<file path="config.mk">
export PLATFORM = sky130hd
export DESIGN_NAME = bps_queue
export DESIGN_NICKNAME = d
export VERILOG_FILES = /design/src/hw/rtl/bps_queue.sv
export SDC_FILE = /design/constraint.sdc
export NUM_CORES = 1
export LEC_CHECK = 0
export BUFFER_PORTS_ARGS = -buffer_cell sky130_fd_sc_hd__buf_4
export CAP_MARGIN = 0
export CORE_AREA = 4 4 82 84
export CTS_BUF_LIST = sky130_fd_sc_hd__clkbuf_8
export CTS_CLUSTER_SIZE = 10
export DETAILED_ROUTE_END_ITERATION = 10
export DIE_AREA = 0 0 86 88
export GPL_TIMING_DRIVEN = 0
export PLACE_DENSITY_LB_ADDON = 0.05
export SETUP_SLACK_MARGIN = 0.2
export SLEW_MARGIN = 40
export SYNTH_ARGS = -nofsm -noshare
export SYNTH_HDL_FRONTEND = slang
export SYNTH_SLANG_ARGS = --single-unit
</file>
<file path="constraint.sdc">
create_clock -name clk -period 2.7 [get_ports clk]
set_clock_uncertainty 0.15 [all_clocks]
set_input_delay 0.27 -clock clk [delete_from_list [all_inputs] [get_ports clk]]
set_output_delay 0.27 -clock clk [all_outputs]
set_load 0.01 [all_outputs]
</file>
<file path="src/hw/rtl/bps_queue.sv">
// bps_queue: short fifo between the classifying front and the blending back
// no dependencies
`timescale 1ns / 1ps

module bps_queue #(
    parameter int WIDTH = 32,
    parameter int DEPTH = 2
) (
    input  logic             clk,
    input  logic             rst_n,
    input  logic             push,
    input  logic [WIDTH-1:0] wdata,
    input  logic             pop,
    output logic [WIDTH-1:0] rdata,
    output logic             empty,
    output logic             full
);

    localparam int PTR_W = (DEPTH > 1) ? $clog2(DEPTH) : 1;
    localparam int CNT_W = $clog2(DEPTH + 1);

    logic [WIDTH-1:0] entry_reg [DEPTH];
    logic [PTR_W-1:0] wr_ptr_reg, wr_ptr_next;
    logic [PTR_W-1:0] rd_ptr_reg, rd_ptr_next;
    logic [CNT_W-1:0] count_reg, count_next;
    logic             do_push, do_pop;

    assign empty   = (count_reg == '0);
    assign full    = (count_reg == CNT_W'(DEPTH));
    assign do_push = push && !full;
    assign do_pop  = pop && !empty;
    assign rdata   = entry_reg[rd_ptr_reg];

    // pointer and fill count update
    always_comb
    begin
        wr_ptr_next = wr_ptr_reg;
        rd_ptr_next = rd_ptr_reg;
        count_next  = count_reg;
        if (do_push)
        begin
            wr_ptr_next = (wr_ptr_reg == PTR_W'(DEPTH - 1)) ? '0 : wr_ptr_reg + 1'b1;
        end
        if (do_pop)
        begin
            rd_ptr_next = (rd_ptr_reg == PTR_W'(DEPTH - 1)) ? '0 : rd_ptr_reg + 1'b1;
        end
        if (do_push && !do_pop)
        begin
            count_next = count_reg + 1'b1;
        end
        else if (do_pop && !do_push)
        begin
            count_next = count_reg - 1'b1;
        end
    end

    always_ff @(posedge clk or negedge rst_n)
    begin
        if (!rst_n)
        begin
            wr_ptr_reg <= '0;
            rd_ptr_reg <= '0;
            count_reg  <= '0;
        end
        else
        begin
            wr_ptr_reg <= wr_ptr_next;
            rd_ptr_reg <= rd_ptr_next;
            count_reg  <= count_next;
        end
    end

    // entry storage
    always_ff @(posedge clk)
    begin
        if (do_push)
        begin
            entry_reg[wr_ptr_reg] <= wdata;
        end
    end

endmodule

</file>
==> results by group, run 1 <==
Outcome
  • Status: complete, no violations

Route
  • Final WL: 4400 um
  • Via count: 1,409
  • Post-route ant nets: 0
  • Drt wl/cell: 14.01 um
  • Initial DRT Pass Iterations: 4
  • DRC viols: 0
  • Via density: 4.487
  • Starting DRT DRC Count: 39

Clock tree
  • CTS Hold Bufs: 33
  • CTS clock-pin slew for the worst setup and hold paths: 0.07 ns
  • Root Buffer: clkbuf_8
  • Total clock sinks: 68
  • Clock tree buffer depth: 2
  • Post-CTS sizing: 0
  • Setup bufs post-CTS: 0
  • TritonCTS clock tree: done
  • Clock H-tree levels: 3
  • Worst-Skew Late Latency: 0.33 ns
  • CTS Buf Count: 9

Logic synthesis
  • Synth Cell Area: 0.002659 mm^2
  • YS warnings: 0
  • Netlist cell types: 15
  • Syn_area_per_cell: 22.34 um^2
  • Syn Nets: 156
  • Syn Inst Count: 119
  • Sequential share of the synthesized area: 0.7605
  • Synth Register Bits: 68

GRT
  • Pin count of the biggest net entering global routing: 18
  • Initial antenna violation count: 0
  • First-pass GRT wire length: 6900 um
  • GRT Total Usage: 0.1237
  • GR Overflow Total: 0
  • Number of global-route vias before repair: 1,547

Die
  • Die area: 0.007568 mm^2
  • Core Region: 0.005921 mm^2
  • Ports: 70
  • Die height: 88 um
  • Row count: 28
  • Starting Density: 0.4491
  • DIE WIDTH: 86 um

Final layout
  • Most frequent cells in the layout: 69 x buf_4, 64 x edfxtp_1, 33 x dlygate4sd3_1, 29 x mux2_4, 9 x clkbuf_8
  • Max reg flops: 64
  • Fillers: 422
  • Layout cell share with drive strength beyond 1: 0.5021
  • Nets@finish: 271
  • Antenna diodes: 0
  • Most common cell after layout, fill and taps aside: buf_4
  • Layout area overhead: 43.58%

Pwr
  • Clk pwr share: 0.175
  • Maximum VDD drop: 0.5838 mV
  • Reg power frac: 0.416
  • Switching share of power: 0.2807
  • P_sw: 1.033 mW
  • P per Cell Area: 964.0 mW/mm^2
  • Internal: 2.647 mW
  • Logic gate share of total power: 0.410
  • Static Leak: 1.571 nW

Run
  • Max Cap Violations: 0

STA
  • Worst-margin pin slew: 0.5700 ns
  • Max Freq: 529.8 MHz
  • Final min period: 1.888 ns
  • Final Hold Fails: 0
  • Hold_ws: 0.1192 ns
  • Final Max Tran Viols: 0
  • Fin Setup TNS: 0 ns
  • Tcrit/Tclk final: 0.6991
  • Slew HR: 0.6191
  • # setup viols final: 0
  • RSZ-0062 raised after global routing: no

Critical path
  • Worst-path maximum fanout: 17
  • CP Data Required Time: 2.59 ns
  • CP arrival: 1.77 ns
  • Critical path class: reg2reg
  • Startpoint Class: flop
  • CP endpoint kind: flop

Min path
  • HP Class: in2async

Placement
  • Port-buffer cells: 69
  • Routability cong.: 0.7214
  • Post-DP HPWL: 3003 um
==> per-layer routing <==
metal / vias to the layer above / global-route usage / part of all wire
li1: 689 / - / -
met1: 663 / 0.1268 / 0.39
met2: 47 / 0.2165 / 0.52
met3: 10 / 0.03951 / 0.069
met4: 0 / 0.08201 / 0.022
met5: - / 0 / 0
==> path summary, 6_finish.rpt <==
path / start / cells past startpoint / end / slack [ns]
worst min register to register: count_reg[1] / 1 / count_reg[1] / 0.38
min in group clk: pop / 3 / rd_ptr_reg / 0.13
worst min-delay path: rst_n / 2 / rd_ptr_reg / 0.12
worst max-delay path: count_reg[0] / 4 / entry_reg[0][11] / 0.81
worst max register to register: count_reg[0] / 4 / entry_reg[0][11] / 0.81
max in group asynchronous: rst_n / 2 / wr_ptr_reg / 2.18
==> area by class of cell <==
type / instances / area [um^2] / share of cell area
clock buffers: 9 / 123.9 / 0.03245
plain buffers: 4 / 71.32 / 0.01868
well taps: 75 / 93.84 / 0.02458
clock inverters: 7 / 28.78 / 0.007539
inverters: 2 / 7.507 / 0.001967
repair buffers: 104 / 903.4 / 0.2366
flip-flops and latches: 68 / 2022 / 0.5297
multi-input cells: 45 / 566.8 / 0.1485
==> cell usage after synthesis, drive strengths merged <==
cell type / number / share of area
buf: 4 / 0.027
mux2: 32 / 0.18
dfrtp: 4 / 0.038
inv: 2 / 0.0028
o21ai: 1 / 0.0019
xor2: 2 / 0.0066
nor2: 3 / 0.0042
and3: 1 / 0.0024
xnor2: 3 / 0.0099
ha: 1 / 0.0047
edfxtp: 64 / 0.72
nand2b: 1 / 0.0024
nand2: 1 / 0.0014
==> power groups by stage <==
stage / clock (mW) / combinational, mW / sequential, mW
finish: 0.643 / 1.51 / 1.53
global route: 0.729 / 1.60 / 1.55
CTS: 0.667 / 1.54 / 1.53
detailed placement: 0 / 1.50 / 1.56
global placement: 0 / 1.41 / 1.55
floorplan: 0 / 0.921 / 1.53
==> kinds of logic after synthesis <==
| kind of cell | after synthesis | share of synthesized area |
|---|---|---|
| and+or+nand+nor | 6 | 0.01035 |
| muxes | 32 | 0.1765 |
| buffers and inverters | 6 | 0.02965 |
| AOI/OAI and AO/OA | 1 | 0.001881 |
| xor gates and xnor gates | 5 | 0.01647 |
| DFF | 68 | 0.7605 |
| adders and majority gates | 1 | 0.004705 |
==> critical path, cell delays in order (launching register included) <==
cell	delay, ns
dfrtp_1	0.44
nand2b_1	0.16
nand2_1	0.13
nor2_4	0.47
buf_16	0.23
==> metrics by stage <==
step	total power [mW]	util	setup slack, ns	cells	instance area [um^2]
final	3.680	0.6448	0.8124	314	3817
after global routing	3.882	0.6448	0.7139	314	3817
after global placement	2.954	0.5528	0.2015	263	3273
after CTS	3.740	0.6448	0.7724	314	3817
after floorplan	2.455	-	0.6504	119	2661
after detailed placement	3.051	0.5632	0.7885	265	3334
Note: power is estimated with default switching activity, not from simulation.
==> inputs of run 2 (changes only) <==
==> constraint.sdc (replaced) <==
create_clock -name clk -period 1.7 [get_ports clk]
set_clock_uncertainty 0.15 [all_clocks]
set_input_delay 0.17 -clock clk [delete_from_list [all_inputs] [get_ports clk]]
set_output_delay 0.17 -clock clk [all_outputs]
set_load 0.01 [all_outputs]
==> run 2 against run 1 <==
The flow now finishes with violations (negative setup slack); critical path type is now reg2out; final cell count grew 4.8%; power grew 79%; sequential share of layout area shrank 4.4 points; cell area grew 9.2%; clock power grew 59%; sequential power grew 61%; largest power group is now combinational cells.
==> results by group, run 2 (same netlist as run 1, synthesis figures left out) <==
Final layout
  • Nets@finish: 287
  • Antenna diodes: 0
  • Fillers: 406
  • Layout area overhead: 56.85%
  • Most frequent cells in the layout: 64 x edfxtp_1, 41 x buf_4, 38 x buf_6, 34 x dlygate4sd3_1, 30 x mux2_4
  • Layout cell share with drive strength beyond 1: 0.5669
  • Max reg flops: 64
  • Fin area: 0.004170 mm^2
  • Most common cell after layout, fill and taps aside: edfxtp_1
  • Final Util: 0.7044

STA
  • Final Max Tran Viols: 0
  • Final Hold Fails: 0
  • Fin Setup TNS: -1.051 ns
  • Worst-margin pin slew: 0.3401 ns
  • RSZ-0062 raised after global routing: yes
  • # setup viols final: 32
  • Tcrit/Tclk final: 1.027
  • Slew HR: 0.7733
  • Setup slack after layout: -0.04668 ns
  • Max Freq: 572.5 MHz
  • Final min period: 1.747 ns

GRT
  • Number of global-route vias before repair: 1,715
  • Pin count of the biggest net entering global routing: 20
  • GR Overflow Total: 0
  • GRT Total Usage: 0.1433
  • Initial antenna violation count: 0
  • First-pass GRT wire length: 7941 um

Die
  • Ports: 70
  • Die area: 0.007568 mm^2
  • Starting Density: 0.4491
  • Row count: 28
  • Die height: 88 um
  • DIE WIDTH: 86 um
  • Core Region: 0.005921 mm^2

Route
  • Starting DRT DRC Count: 62
  • DR top layer: met4
  • Via density: 4.617
  • Drt wl/cell: 16.22 um
  • Met3 WL: 349 um
  • Met2 Wirelength: 2905 um
  • Via count: 1,519
  • DRC viols: 0
  • Final WL: 5337 um
  • Initial DRT Pass Iterations: 4
  • Wire length on met1: 2040 um
  • Post-route ant nets: 0

Pwr
  • Maximum VDD drop: 1.214 mV
  • Static Leak: 1.702 nW
  • P per Cell Area: 1583 mW/mm^2

Critical path
  • Most common cell on crit path: buf_6
  • Worst-path maximum fanout: 10
  • CP arrival: 1.43 ns
  • Buffer and inverter count on the worst path: 3
  • Crit-path leading delay family: buffers and inverters
  • Startpoint Class: flop
  • CP startpoint: rd_ptr_reg
  • Critical path class: reg2out
  • Slowest cell on crit path: dfrtp_1
  • Worst reg2reg startpoint: count_reg[1]
  • CP Data Required Time: 1.38 ns
  • CP peak stage delay: 0.37 ns
  • CP endpoint kind: output pin
  • Critical path, cell by cell: buf_6, buf_12, mux2_4, buf_6

Clock tree
  • CTS Buf Count: 9
  • CTS clock-pin slew for the worst setup and hold paths: 0.07 ns
  • Clock H-tree levels: 3
  • Root Buffer: clkbuf_8
  • TritonCTS clock tree: done
  • Worst-Skew Late Latency: 0.33 ns
  • Total clock sinks: 68
  • Clock tree buffer depth: 2

Placement
  • Post-DP HPWL: 3065 um
  • DP Area: 0.003322 mm^2
  • Routability cong.: 0.7296
  • Dpl ws: -0.1942 ns
  • Port-buffer cells: 69

Outcome
  • Failing checks: negative setup slack
  • Status: finished with violations

Min path
  • HP Class: in2async

Run
  • Max Cap Violations: 0
[run 2: changes by cell type in the layout (fill, tap and decap cells not counted), sizes merged]
cell         change
and3             +3
buf              +9
clkbuf           +3
clkinv           +1
dlygate4sd3      +1
inv              -2
[run 2: path summary, 6_finish.rpt]
check	endpoint	slack, ns	depth (start not counted)
worst max register to register	entry_reg[0][17]	0.10	6
worst min register to register	count_reg[1]	0.44	1
min in group clk	count_reg[0]	0.17	5
worst max-delay path	rdata[5]	-0.05	4
worst min-delay path	count_reg[0]	0.02	2
max in group asynchronous	count_reg[1]	1.27	2
[run 2: timing repair]
item,CTS,global route
endpoints found under the hold margin,69,0
resized for setup,43,11
gates cloned,1,5
hold buffers,34,0
endpoints found under the setup margin,97,99
pin swaps,5,2
buffers inserted,6,4
[run 2: through the flow]
| stage | hold WS, ns | cells | total power, mW |
|---|---|---|---|
| global placement | -0.1821 | 263 | 4.720 |
| finish | 0.01884 | 329 | 6.599 |
| global route | 0.02276 | 329 | 6.927 |
| CTS | 0.002715 | 320 | 6.425 |
| detailed placement | -0.1814 | 264 | 4.842 |
| floorplan | -0.2756 | 119 | 3.934 |
[run 2: cell type report]
cell class                      instances  area (um^2)  area share
Clock buffer                            9        123.9     0.02970
Clock inverter                          6        25.02    0.006001
Sequential cell                        68         2024      0.4854
Tap cell                               75        93.84     0.02250
Multi-Input combinational cell         48        646.9      0.1551
Buffer                                  4        71.32     0.01710
Timing Repair Buffer                  117         1175      0.2817
Inverter                                2        10.01    0.002400
[run 2: power breakdown]
| part | total (mW) | leakage (nW) | switching, mW | internal (mW) |
|---|---|---|---|---|
| logic | 3.11 | 0.977 | 1.20 | 1.90 |
| clock network | 1.02 | 0.0863 | 0.525 | 0.495 |
| registers | 2.47 | 0.639 | 0.170 | 2.30 |
[run 2: worst reg2reg max path: cells and delay by family (launching register included)]
family | cells | cell delay [ns]
buffers and inverters | 3 | 0.40
DFF | 1 | 0.47
and+or+nand+nor | 3 | 0.29
[run 2: per-layer routing]
| metal | vias to the layer above | global-route usage |
|---|---|---|
| met2 | 49 | 0.2656 |
| li1 | 724 | - |
| met3 | 5 | 0.03857 |
| met5 | - | 0 |
| met4 | 0 | 0.08201 |
| met1 | 741 | 0.1441 |
