--- src/hw/rtl/bps_pkg.sv ---
// bps_pkg: shared types and constants of the bilinear pixel sampler
// no dependencies; used by bps_front, bps_back and bilinear_pixel_sampler
`timescale 1ns / 1ps

package bps_pkg;

    // field widths fixed by the item format
    localparam int COORD_W    = 20;
    localparam int PIX_W      = 8;
    localparam int CFG_IDX_W  = 1;
    localparam int CFG_DATA_W = 9;

    // signed width used for the bounds compares
    localparam int CMP_W = 22;

    // size registers come out of reset at full frame
    localparam logic [CFG_DATA_W-1:0] RESET_SIZE = 9'd256;

    // configuration register indexes
    localparam logic [CFG_IDX_W-1:0] REG_IMAGE_WIDTH  = 1'b0;
    localparam logic [CFG_IDX_W-1:0] REG_IMAGE_HEIGHT = 1'b1;

    // item kinds
    typedef enum logic {
        BPS_OP_LOAD   = 1'b0,
        BPS_OP_SAMPLE = 1'b1
    } bps_op_t;

    // classification handed from front to back through the queue
    typedef struct packed {
        bps_op_t op;
        logic    in_area;
        logic    col_odd;
        logic    row_odd;
    } bps_ctl_t;

    localparam int CTL_W = $bits(bps_ctl_t);

endpackage

--- src/hw/rtl/bps_front.sv ---
// bps_front: size registers and classification of each accepted beat
// depends on bps_pkg
`timescale 1ns / 1ps

module bps_front #(
    parameter int MAX_WIDTH  = 256,
    parameter int MAX_HEIGHT = 256,
    parameter int FRAC_BITS  = 8
) (
    input  logic                                    clk,
    input  logic                                    rst_n,
    input  logic                                    cfg_we,
    input  logic [bps_pkg::CFG_IDX_W-1:0]           cfg_index,
    input  logic [bps_pkg::CFG_DATA_W-1:0]          cfg_data,
    input  logic                                    command,
    input  logic [bps_pkg::PIX_W-1:0]               load_col,
    input  logic [bps_pkg::PIX_W-1:0]               load_row,
    input  logic [bps_pkg::PIX_W-1:0]               load_value,
    input  logic signed [bps_pkg::COORD_W-1:0]      sample_x,
    input  logic signed [bps_pkg::COORD_W-1:0]      sample_y,
    output bps_pkg::bps_ctl_t                       ctl,
    output logic [((($clog2(MAX_WIDTH)) > 1) ? $clog2(MAX_WIDTH) - 1 : 1)-1:0]   col_even_half,
    output logic [((($clog2(MAX_WIDTH)) > 1) ? $clog2(MAX_WIDTH) - 1 : 1)-1:0]   col_odd_half,
    output logic [((($clog2(MAX_HEIGHT)) > 1) ? $clog2(MAX_HEIGHT) - 1 : 1)-1:0] row_even_half,
    output logic [((($clog2(MAX_HEIGHT)) > 1) ? $clog2(MAX_HEIGHT) - 1 : 1)-1:0] row_odd_half,
    output logic [bps_pkg::PIX_W-1:0]               pix_value,
    output logic signed [FRAC_BITS:0]               frac_x,
    output logic signed [FRAC_BITS:0]               frac_y
);

    localparam int IW    = bps_pkg::COORD_W - FRAC_BITS;
    localparam int CMP_W = bps_pkg::CMP_W;
    localparam int CW    = $clog2(MAX_WIDTH);
    localparam int RW    = $clog2(MAX_HEIGHT);
    localparam int CHW   = (CW > 1) ? CW - 1 : 1;
    localparam int RHW   = (RW > 1) ? RW - 1 : 1;

    logic [bps_pkg::CFG_DATA_W-1:0] width_reg, width_next;
    logic [bps_pkg::CFG_DATA_W-1:0] height_reg, height_next;

    logic                    round_x, round_y;
    logic signed [IW-1:0]    ix_floor, iy_floor, ix, iy;
    logic signed [CMP_W-1:0] ix_c, iy_c, w_eff, h_eff, w_lim, h_lim;
    logic                    inside_x, inside_y;
    logic [CW-1:0]           ix_col, ld_col;
    logic [RW-1:0]           iy_row, ld_row;
    logic                    load_ok;

    // size register writes
    always_comb
    begin
        width_next  = width_reg;
        height_next = height_reg;
        if (cfg_we)
        begin
            unique case (cfg_index)
                bps_pkg::REG_IMAGE_WIDTH:  width_next  = cfg_data;
                bps_pkg::REG_IMAGE_HEIGHT: height_next = cfg_data;
                default:                   width_next  = width_reg;
            endcase
        end
    end

    always_ff @(posedge clk or negedge rst_n)
    begin
        if (!rst_n)
        begin
            width_reg  <= bps_pkg::RESET_SIZE;
            height_reg <= bps_pkg::RESET_SIZE;
        end
        else
        begin
            width_reg  <= width_next;
            height_reg <= height_next;
        end
    end

    // integer part truncated toward zero, signed fraction
    assign round_x  = sample_x[bps_pkg::COORD_W-1] && (sample_x[FRAC_BITS-1:0] != '0);
    assign round_y  = sample_y[bps_pkg::COORD_W-1] && (sample_y[FRAC_BITS-1:0] != '0);
    assign ix_floor = IW'(sample_x >>> FRAC_BITS);
    assign iy_floor = IW'(sample_y >>> FRAC_BITS);
    assign ix       = ix_floor + {{(IW-1){1'b0}}, round_x};
    assign iy       = iy_floor + {{(IW-1){1'b0}}, round_y};
    assign ix_c     = CMP_W'(ix);
    assign iy_c     = CMP_W'(iy);

    // effective size clamped to the store, last interpolable index
    assign w_eff = (CMP_W'(width_reg) > CMP_W'(MAX_WIDTH))
                 ? CMP_W'(MAX_WIDTH) : CMP_W'(width_reg);
    assign h_eff = (CMP_W'(height_reg) > CMP_W'(MAX_HEIGHT))
                 ? CMP_W'(MAX_HEIGHT) : CMP_W'(height_reg);
    assign w_lim = w_eff - CMP_W'(2);
    assign h_lim = h_eff - CMP_W'(2);

    assign inside_x = !ix_c[CMP_W-1] && (ix_c <= w_lim);
    assign inside_y = !iy_c[CMP_W-1] && (iy_c <= h_lim);

    // neighbor coordinates, valid only when inside
    assign ix_col = ix_c[CW-1:0];
    assign iy_row = iy_c[RW-1:0];

    // load position, dropped when beyond the store
    assign load_ok = (CMP_W'(load_col) < CMP_W'(MAX_WIDTH))
                  && (CMP_W'(load_row) < CMP_W'(MAX_HEIGHT));
    assign ld_col  = CW'(load_col);
    assign ld_row  = RW'(load_row);

    // per-kind classification
    always_comb
    begin
        pix_value = load_value;
        frac_x    = {round_x, sample_x[FRAC_BITS-1:0]};
        frac_y    = {round_y, sample_y[FRAC_BITS-1:0]};
        ctl.op    = bps_pkg::bps_op_t'(command);
        if (command == bps_pkg::BPS_OP_SAMPLE)
        begin
            ctl.in_area   = inside_x && inside_y;
            ctl.col_odd   = ix_col[0];
            ctl.row_odd   = iy_row[0];
            col_odd_half  = CHW'(ix_col >> 1);
            col_even_half = CHW'((ix_col + CW'(ix_col[0])) >> 1);
            row_odd_half  = RHW'(iy_row >> 1);
            row_even_half = RHW'((iy_row + RW'(iy_row[0])) >> 1);
        end
        else
        begin
            ctl.in_area   = load_ok;
            ctl.col_odd   = ld_col[0];
            ctl.row_odd   = ld_row[0];
            col_odd_half  = CHW'(ld_col >> 1);
            col_even_half = CHW'(ld_col >> 1);
            row_odd_half  = RHW'(ld_row >> 1);
            row_even_half = RHW'(ld_row >> 1);
        end
    end

endmodule

--- config.mk ---
export PLATFORM = sky130hd
export DESIGN_NAME = bps_front
export DESIGN_NICKNAME = d
export VERILOG_FILES = /design/src/hw/rtl/bps_pkg.sv /design/src/hw/rtl/bps_front.sv
export SDC_FILE = /design/constraint.sdc
export NUM_CORES = 1
export LEC_CHECK = 0
export BUFFER_PORTS_ARGS = -buffer_cell sky130_fd_sc_hd__buf_2
export CAP_MARGIN = 20
export CORE_AREA = 2 2 80 82
export DETAILED_ROUTE_END_ITERATION = 12
export DIE_AREA = 0 0 82 84
export HOLD_SLACK_MARGIN = 0.05
export PLACE_DENSITY = 0.87
export RECOVER_POWER = 25
export SYNTH_ARGS = -nofsm -noshare
export SYNTH_HDL_FRONTEND = slang
export SYNTH_SLANG_ARGS = --single-unit
--- constraint.sdc ---
create_clock -name clk -period 3.38 [get_ports clk]
set_input_delay 0.338 -clock clk [delete_from_list [all_inputs] [get_ports clk]]
set_output_delay 0.338 -clock clk [all_outputs]
set_load 0.1 [all_outputs]
==> key figures, run 1 <==
Run status
  – Outcome: finished with violations
  – Failing checks: negative setup slack

Floorplanning
  – # IOs: 136
  – Initial Utilization: 0.457
  – Rows: 29
  – Die area: just under 7000 µm²
  – Die width: 82 µm
  – Core area: 6100 µm²
  – Die span in y: approximately 84 µm

Finish
  – Share of cells above drive strength 1: 0.503
  – Area grow syn2layout: 44.7%
  – Post-Layout Cell Count: 540
  – Ant diodes: 0
  – Final nets: 575

Synth
  – Top cells by count, synth: 34 x nand2_1, 32 x ha_1, 30 x mux2_2
  – Synthesized instance count: 342
  – Post-synthesis sequential area ratio: 0.162
  – Post-Synthesis Net Count: about 450
  – Avg Inst Size Synth: 8.15 µm²
  – Post-synthesis register bit count: 18
  – Mapped Area: 2790 µm²
  – Yosys warns: 0
  – Fraction of registers with async set/reset: 1.00
  – Netlist cell types: 49
  – Synth area leaders: dfrtp_1 14%, ha_1 14%, mux2_2 12%, buf_4 7.3%, xor2_1 5.0%
  – Cell taking the most area after synthesis: dfrtp_1
  – Synth top area share: 0.144
  – Most frequent cell after synthesis: nand2_1
  – Main synth FF type: dfrtp_1
  – Post-synth EDFFs: 0

Power and ir drop
  – Clk network pwr share: 0.097
  – Sw Ratio: 0.531
  – Internal: 687 µW
  – Maximum VDD drop: around 310 µV
  – P_sw: 779 µW
  – Flop pwr share: 0.198
  – PD cells: about 360 nW/µm²
  – Combinational share of power: 0.706
  – Design Power: between 1000 and 1500 µW
  – P_leak: 0.00183 µW

STA
  – Post-Route Setup TNS: -91.5 ps
  – Final period util: 1.03
  – Fin. Hold Viols: 0
  – Slew @ Worst Pin: 958 ps
  – Final Max Slew Viols: 0
  – Max_slew headroom: 0.362
  – Final min period: 3470 ps
  – Final setup vio count: 1
  – Fmax: ~290 MHz
  – Final worst slack: -91.5 ps
  – Hold WS: 336 ps
  – Setup Skew: 0 ps

Clock network
  – CTS sink count: 18
  – Root buf cell: clkbuf_8
  – CTS max path bufs: 2
  – CTS buffer count: 3
  – Clock Latency Late Sink: 240 ps
  – CTS tree: done
  – Clock transition at the registers of the reported paths: 60 ps
  – H-tree lvl count: 1

Flow run
  – Max Cap Viol: 0

Placement
  – Dpl ws: -112 ps
  – Post-Place Cells: about 530
  – Detailed Place HPWL: between 6000 and 7000 µm
  – Final RePlAce weighted congestion: 0.922
  – # port buffers: 119

Worst hold path
  – Hold Crit Class: in -> reg
  – Min-delay src: cfg_data[8]
  – Hold path depth: 3
  – Hold path endpoint: width_reg[8]

Worst setup path
  – CP startpoint kind: input port
  – Arr. time, crit path: 3130 ps
  – RR Endpoint: width_reg[8]
  – Worst r2r src: width_reg[8]
  – Flop-to-flop setup slack: 2500 ps
  – Cells on worst reg2reg path: 2
  – Worst endpoint required time: 3040 ps
  – Setup crit end kind: output pin
  – Max Fanout on Critical Path: 5
  – Setup CP Type: in -> out

GRT
  – First-pass GRT wire length: 12200 µm
  – Initial antenna violation count: 0
  – Global route overflow: 0
  – GRT Resource Usage Total: 0.216
  – Largest net degree at the start of global routing: 43
  – Vias in the first global route: 2815

Route
  – Per-cell routed wire length: around 16 µm
  – DR DRC count: 0
  – Antenna Nets Post-Route: 0
  – DR pass1 iterations: 4
  – Total number of vias: 3012
  – WL final: 8480 µm
  – Via density: about 5.6
  – First-iteration detailed-routing DRC count: 147
## cell families (layout without fill, tap and decap cells)
| kind of cell | after synthesis | count (layout) | synth area share |
|---|---|---|---|
| buf+inv | 54 | 175 | 0.109 |
| flops | 18 | 18 | 0.162 |
| simple gates | 126 | 126 | 0.233 |
| xor+xnor | 31 | 31 | 0.103 |
| mux | 31 | 31 | 0.127 |
| fa+ha+maj | 32 | 32 | 0.144 |
| compound gates | 50 | 50 | 0.123 |
## power by group through the flow
| stage | Clock [µW] | Sequential, µW | Combinational [µW] |
|---|---|---|---|
| 2_1_floorplan | 0 | 276 | 753 |
| 3_3_place_gp | 0 | 287 | 897 |
| 3_5_place_dp | 0 | 291 | 920 |
| 4_1_cts | 144 | 287 | 934 |
| 5_1_grt | 155 | 294 | 1100 |
| 6_report | 142 | 290 | 1030 |
## cells in the final DEF, fill, tap and decap left out, types with 14 or more instances in the layout
cell type and instances:
mux2_2 30, buf_2 101, nor2_1 21, xor2_1 15, inv_1 19, buf_4 32
ha_1 22, dfrtp_1 14, nand2_1 30
## how the worst max path moves through the flow
stage / startpoint / to / slack (ps) / cells after the start
after detailed placement: sample_y[7] / ctl[2] / -110 / 15
after floorplan: sample_x[5] / ctl[2] / -350 / 12
after global placement: sample_y[7] / ctl[2] / 20 / 15
after CTS: sample_x[1] / ctl[2] / 0.1 / 14
final: sample_y[3] / ctl[2] / -90 / 15
after global routing: sample_y[3] / ctl[2] / -120 / 15
## critical path, cell delays in order
cell and delay [ps]:
buf_6 100, nor4_4 320, a21boi_4 110, ha_4 190, and2_4 160, nand4_1 100, or3_1 170, nand2_1 70
ha_1 300, buf_4 120, nand4_1 120, nor4_1 400, a211oi_2 100, o31ai_4 300, buf_12 210
## through the flow
step	instance area [µm²]	util
5_1_grt	4030	0.662
3_5_place_dp	3570	0.585
6_report	4030	0.662
2_1_floorplan	2820	-
3_3_place_gp	3570	0.585
4_1_cts	3660	0.601
## area by class of cell
class,count,area [µm²]
Tap cell,77,96.3
Sequential cell,18,455
Inverter,19,71.3
Clock buffer,3,41.3
Timing Repair Buffer,153,1030
Fill cell,476,2060
Multi-Input combinational cell,270,2340
## layer usage
metal / GRT usage / up-vias / share of wire
li1: - / 1450 / -
met1: 0.262 / 1399 / 0.40
met2: 0.395 / 133 / 0.51
met3: 0.0173 / 30 / 0.053
met4: 0.0667 / 0 / 0.036
met5: 0 / - / 0
## what timing repair did
item,CTS,global route
endpoints found under the hold margin,16,0
gates resized for setup,11,53
setup buffers,1,9
endpoints found under the setup margin,1,1
hold buffers,1,0
pin swaps,2,34
Power figures use the tool's default switching activity.
==> run 2: changes to the inputs <==
BUFFER_PORTS_ARGS = -buffer_cell sky130_fd_sc_hd__buf_4   (was -buffer_cell sky130_fd_sc_hd__buf_2)
==> run 2 against run 1 <==
Net effect:
- the run still ends with negative setup slack left
- via count rose by 1.5%
- power rose by 4.6%
- highest routed layer unchanged
- routed wire length rose by 3.6%
- fmax rose by 1.1%
- critical path type unchanged
- sequential share of layout area fell by 0.73 points
- core utilization rose by 4.2 points
- cell count rose by 2.4%
- combinational power rose by 5%
- sequential power fell by 1%
- largest power group unchanged
==> key figures, run 2 (synthesis results as in run 1) <==
GRT
  – First-pass GRT wire length: 12300 µm (+0.61%)
  – Vias in the first global route: 2819 (+0.14%)
  – Largest net degree at the start of global routing: 30 (-30%)
  – GRT Resource Usage Total: 0.221 (+0.00425)
  – Global route overflow: 0 (unchanged)
  – Initial antenna violation count: 0 (unchanged)

Placement
  – Detailed Place HPWL: 6600 µm (+5.0%)
  – Final RePlAce weighted congestion: 0.860 (-6.7%)
  – Post-Place Cells: 535 (+1.7%)
  – # port buffers: 119 (unchanged)
  – Dpl ws: -232 ps (-120 ps)

Finish
  – Share of cells above drive strength 1: 0.523 (+0.0199)
  – Area grow syn2layout: 53.9%
  – Post-Layout Cell Count: 553 (+2.4%)
  – Commonest non-fill, non-tap cells in the layout: 159 x buf_4, 30 x nand2_1, 30 x mux2_2, 22 x ha_1, 21 x nor2_1
  – Commonest non-fill, non-tap cell in the layout: buf_4
  – Ant diodes: 0 (unchanged)
  – Final nets: 587 (+2.1%)

STA
  – Max_slew headroom: 0.390 (+0.0286)
  – Final setup vio count: 1 (unchanged)
  – Fin. Hold Viols: 0 (unchanged)
  – Final worst slack: -53.2 ps (+38.3 ps)
  – Final Max Slew Viols: 0 (unchanged)
  – Slew @ Worst Pin: 915 ps (-42.9 ps)
  – Final period util: 1.02 (-0.0113)
  – Fmax: 291 MHz (+1.1%)
  – Setup Skew: 0 ps (unchanged)
  – Final min period: 3430 ps (-38.3 ps)

Worst setup path
  – Max Fanout on Critical Path: 3 (-2)
  – Worst r2r src: width_reg[8]
  – Setup crit end kind: output pin
  – Arr. time, crit path: 3100 ps (-30 ps)
  – CP startpoint kind: input port
  – Worst endpoint required time: 3040 ps (about the same)
  – Setup CP Type: in -> out
  – Cells on worst reg2reg path: 3 (+1)
  – Flop-to-flop setup slack: 2360 ps (-140 ps)
  – RR Endpoint: width_reg[8]
  – End of the critical path: ctl[2]
  – Crit. Startpoint: sample_x[1]

Floorplanning
  – Rows: 29 (unchanged)
  – Die width: 82 µm (unchanged)
  – Die span in y: 84 µm (unchanged)
  – Initial Utilization: 0.457 (unchanged)
  – Core area: 6100 µm² (unchanged)
  – # IOs: 136 (unchanged)
  – Die area: 6890 µm² (unchanged)

Route
  – Total number of vias: 3056 (+1.5%)
  – First-iteration detailed-routing DRC count: 113 (-23%)
  – Per-cell routed wire length: 15.9 µm (+1.2%)
  – DR DRC count: 0 (unchanged)
  – Antenna Nets Post-Route: 0 (unchanged)
  – Via density: 5.53 (-0.92%)
  – WL final: 8780 µm (+3.6%)
  – DR pass1 iterations: 4 (unchanged)

Power and ir drop
  – Design Power: 1530 µW (+4.6%)
  – PD cells: 358 nW/µm² (-1.7%)
  – Sw Ratio: 0.515 (-0.0161)
  – Combinational share of power: 0.702 (-0.004)
  – Clk network pwr share: 0.111 (+0.014)
  – P_leak: 0.00194 µW (+6.1%)
  – Flop pwr share: 0.187 (-0.011)
  – Maximum VDD drop: 298 µV (-3.0%)
  – P_sw: 790 µW (+1.4%)
  – Internal: 744 µW (+8.2%)

Worst hold path
  – Hold Crit Class: in -> reg

Flow run
  – Max Cap Viol: 0 (unchanged)

Clock network
  – CTS buffer count: 3 (unchanged)
  – Root buf cell: clkbuf_8
  – Clock Latency Late Sink: 250 ps (about the same)
  – CTS tree: done
  – H-tree lvl count: 1 (unchanged)
  – Clock transition at the registers of the reported paths: 60 ps (about the same)
  – CTS sink count: 18 (unchanged)
  – CTS max path bufs: 2 (unchanged)

Run status
  – Failing checks: negative setup slack
  – Outcome: finished with violations
-- run 2: cell count changes in the layout (fill, tap and decap cells not counted), sizes merged --
cell | previous run | this run
buf | 150 | 163
-- run 2: layer usage --
metal | GRT usage | routed length (µm)
met3 | 0.0325 | 541
met2 | 0.398 | 4660
met5 | 0 | 0
met4 | 0.0606 | 204
met1 | 0.265 | 3380
-- run 2: power by group through the flow --
stage          sequential (µW)  combinational, µW  clock [µW]
6_report                   286               1080         170
5_1_grt                    291               1150         186
4_1_cts                    283                979         175
3_5_place_dp               290                956           0
3_3_place_gp               287                931           0
2_1_floorplan              276                753           0
-- run 2: how the worst min path moves through the flow --
stage	from	endpoint	slack, ps	cells past startpoint
finish	cfg_data[8]	width_reg[8]	320	3
global route	cfg_data[8]	width_reg[8]	320	3
CTS	cfg_data[8]	width_reg[8]	310	3
detailed placement	rst_n	width_reg[2]	210	1
global placement	rst_n	width_reg[3]	210	1
floorplan	rst_n	height_reg[0]	40	0
-- run 2: critical path, cell delays in order --
cell and delay (ps):
buf_4 130, nor4_4 280, a21boi_2 130, ha_4 210, ha_4 180, nand2_2 80, xor2_1 230, inv_1 120
ha_4 280, nand4_1 120, buf_4 170, a211o_1 260, a31oi_1 170, buf_4 140, o31ai_4 70, buf_12 180
-- run 2: timing repair --
item / CTS / global route
resized for setup: 16 / 45
buffers inserted: 3 / 10
endpoints found under the hold margin: 16 / 0
hold buffers: 1 / 0
pin swaps: 6 / 34
endpoints found under the setup margin: 1 / 3
-- run 2: stage by stage --
stage	TNS (ps)	instance area [µm²]	hold slack, ps	util
2_1_floorplan	-349	2820	42.4	-
3_3_place_gp	-105	3810	209	0.626
3_5_place_dp	-232	3810	213	0.626
4_1_cts	0	3960	309	0.649
5_1_grt	-191	4290	317	0.704
6_report	-53.2	4290	316	0.704
-- run 2: area by class of cell --
| class | count | area (µm²) |
|---|---|---|
| multi-input cells | 270 | 2350 |
| fillers | 464 | 1810 |
| repair buffers | 165 | 1260 |
| flip-flops and latches | 18 | 453 |
| well taps | 77 | 96.3 |
| inverters | 19 | 73.8 |
| clock buffers | 4 | 55.1 |
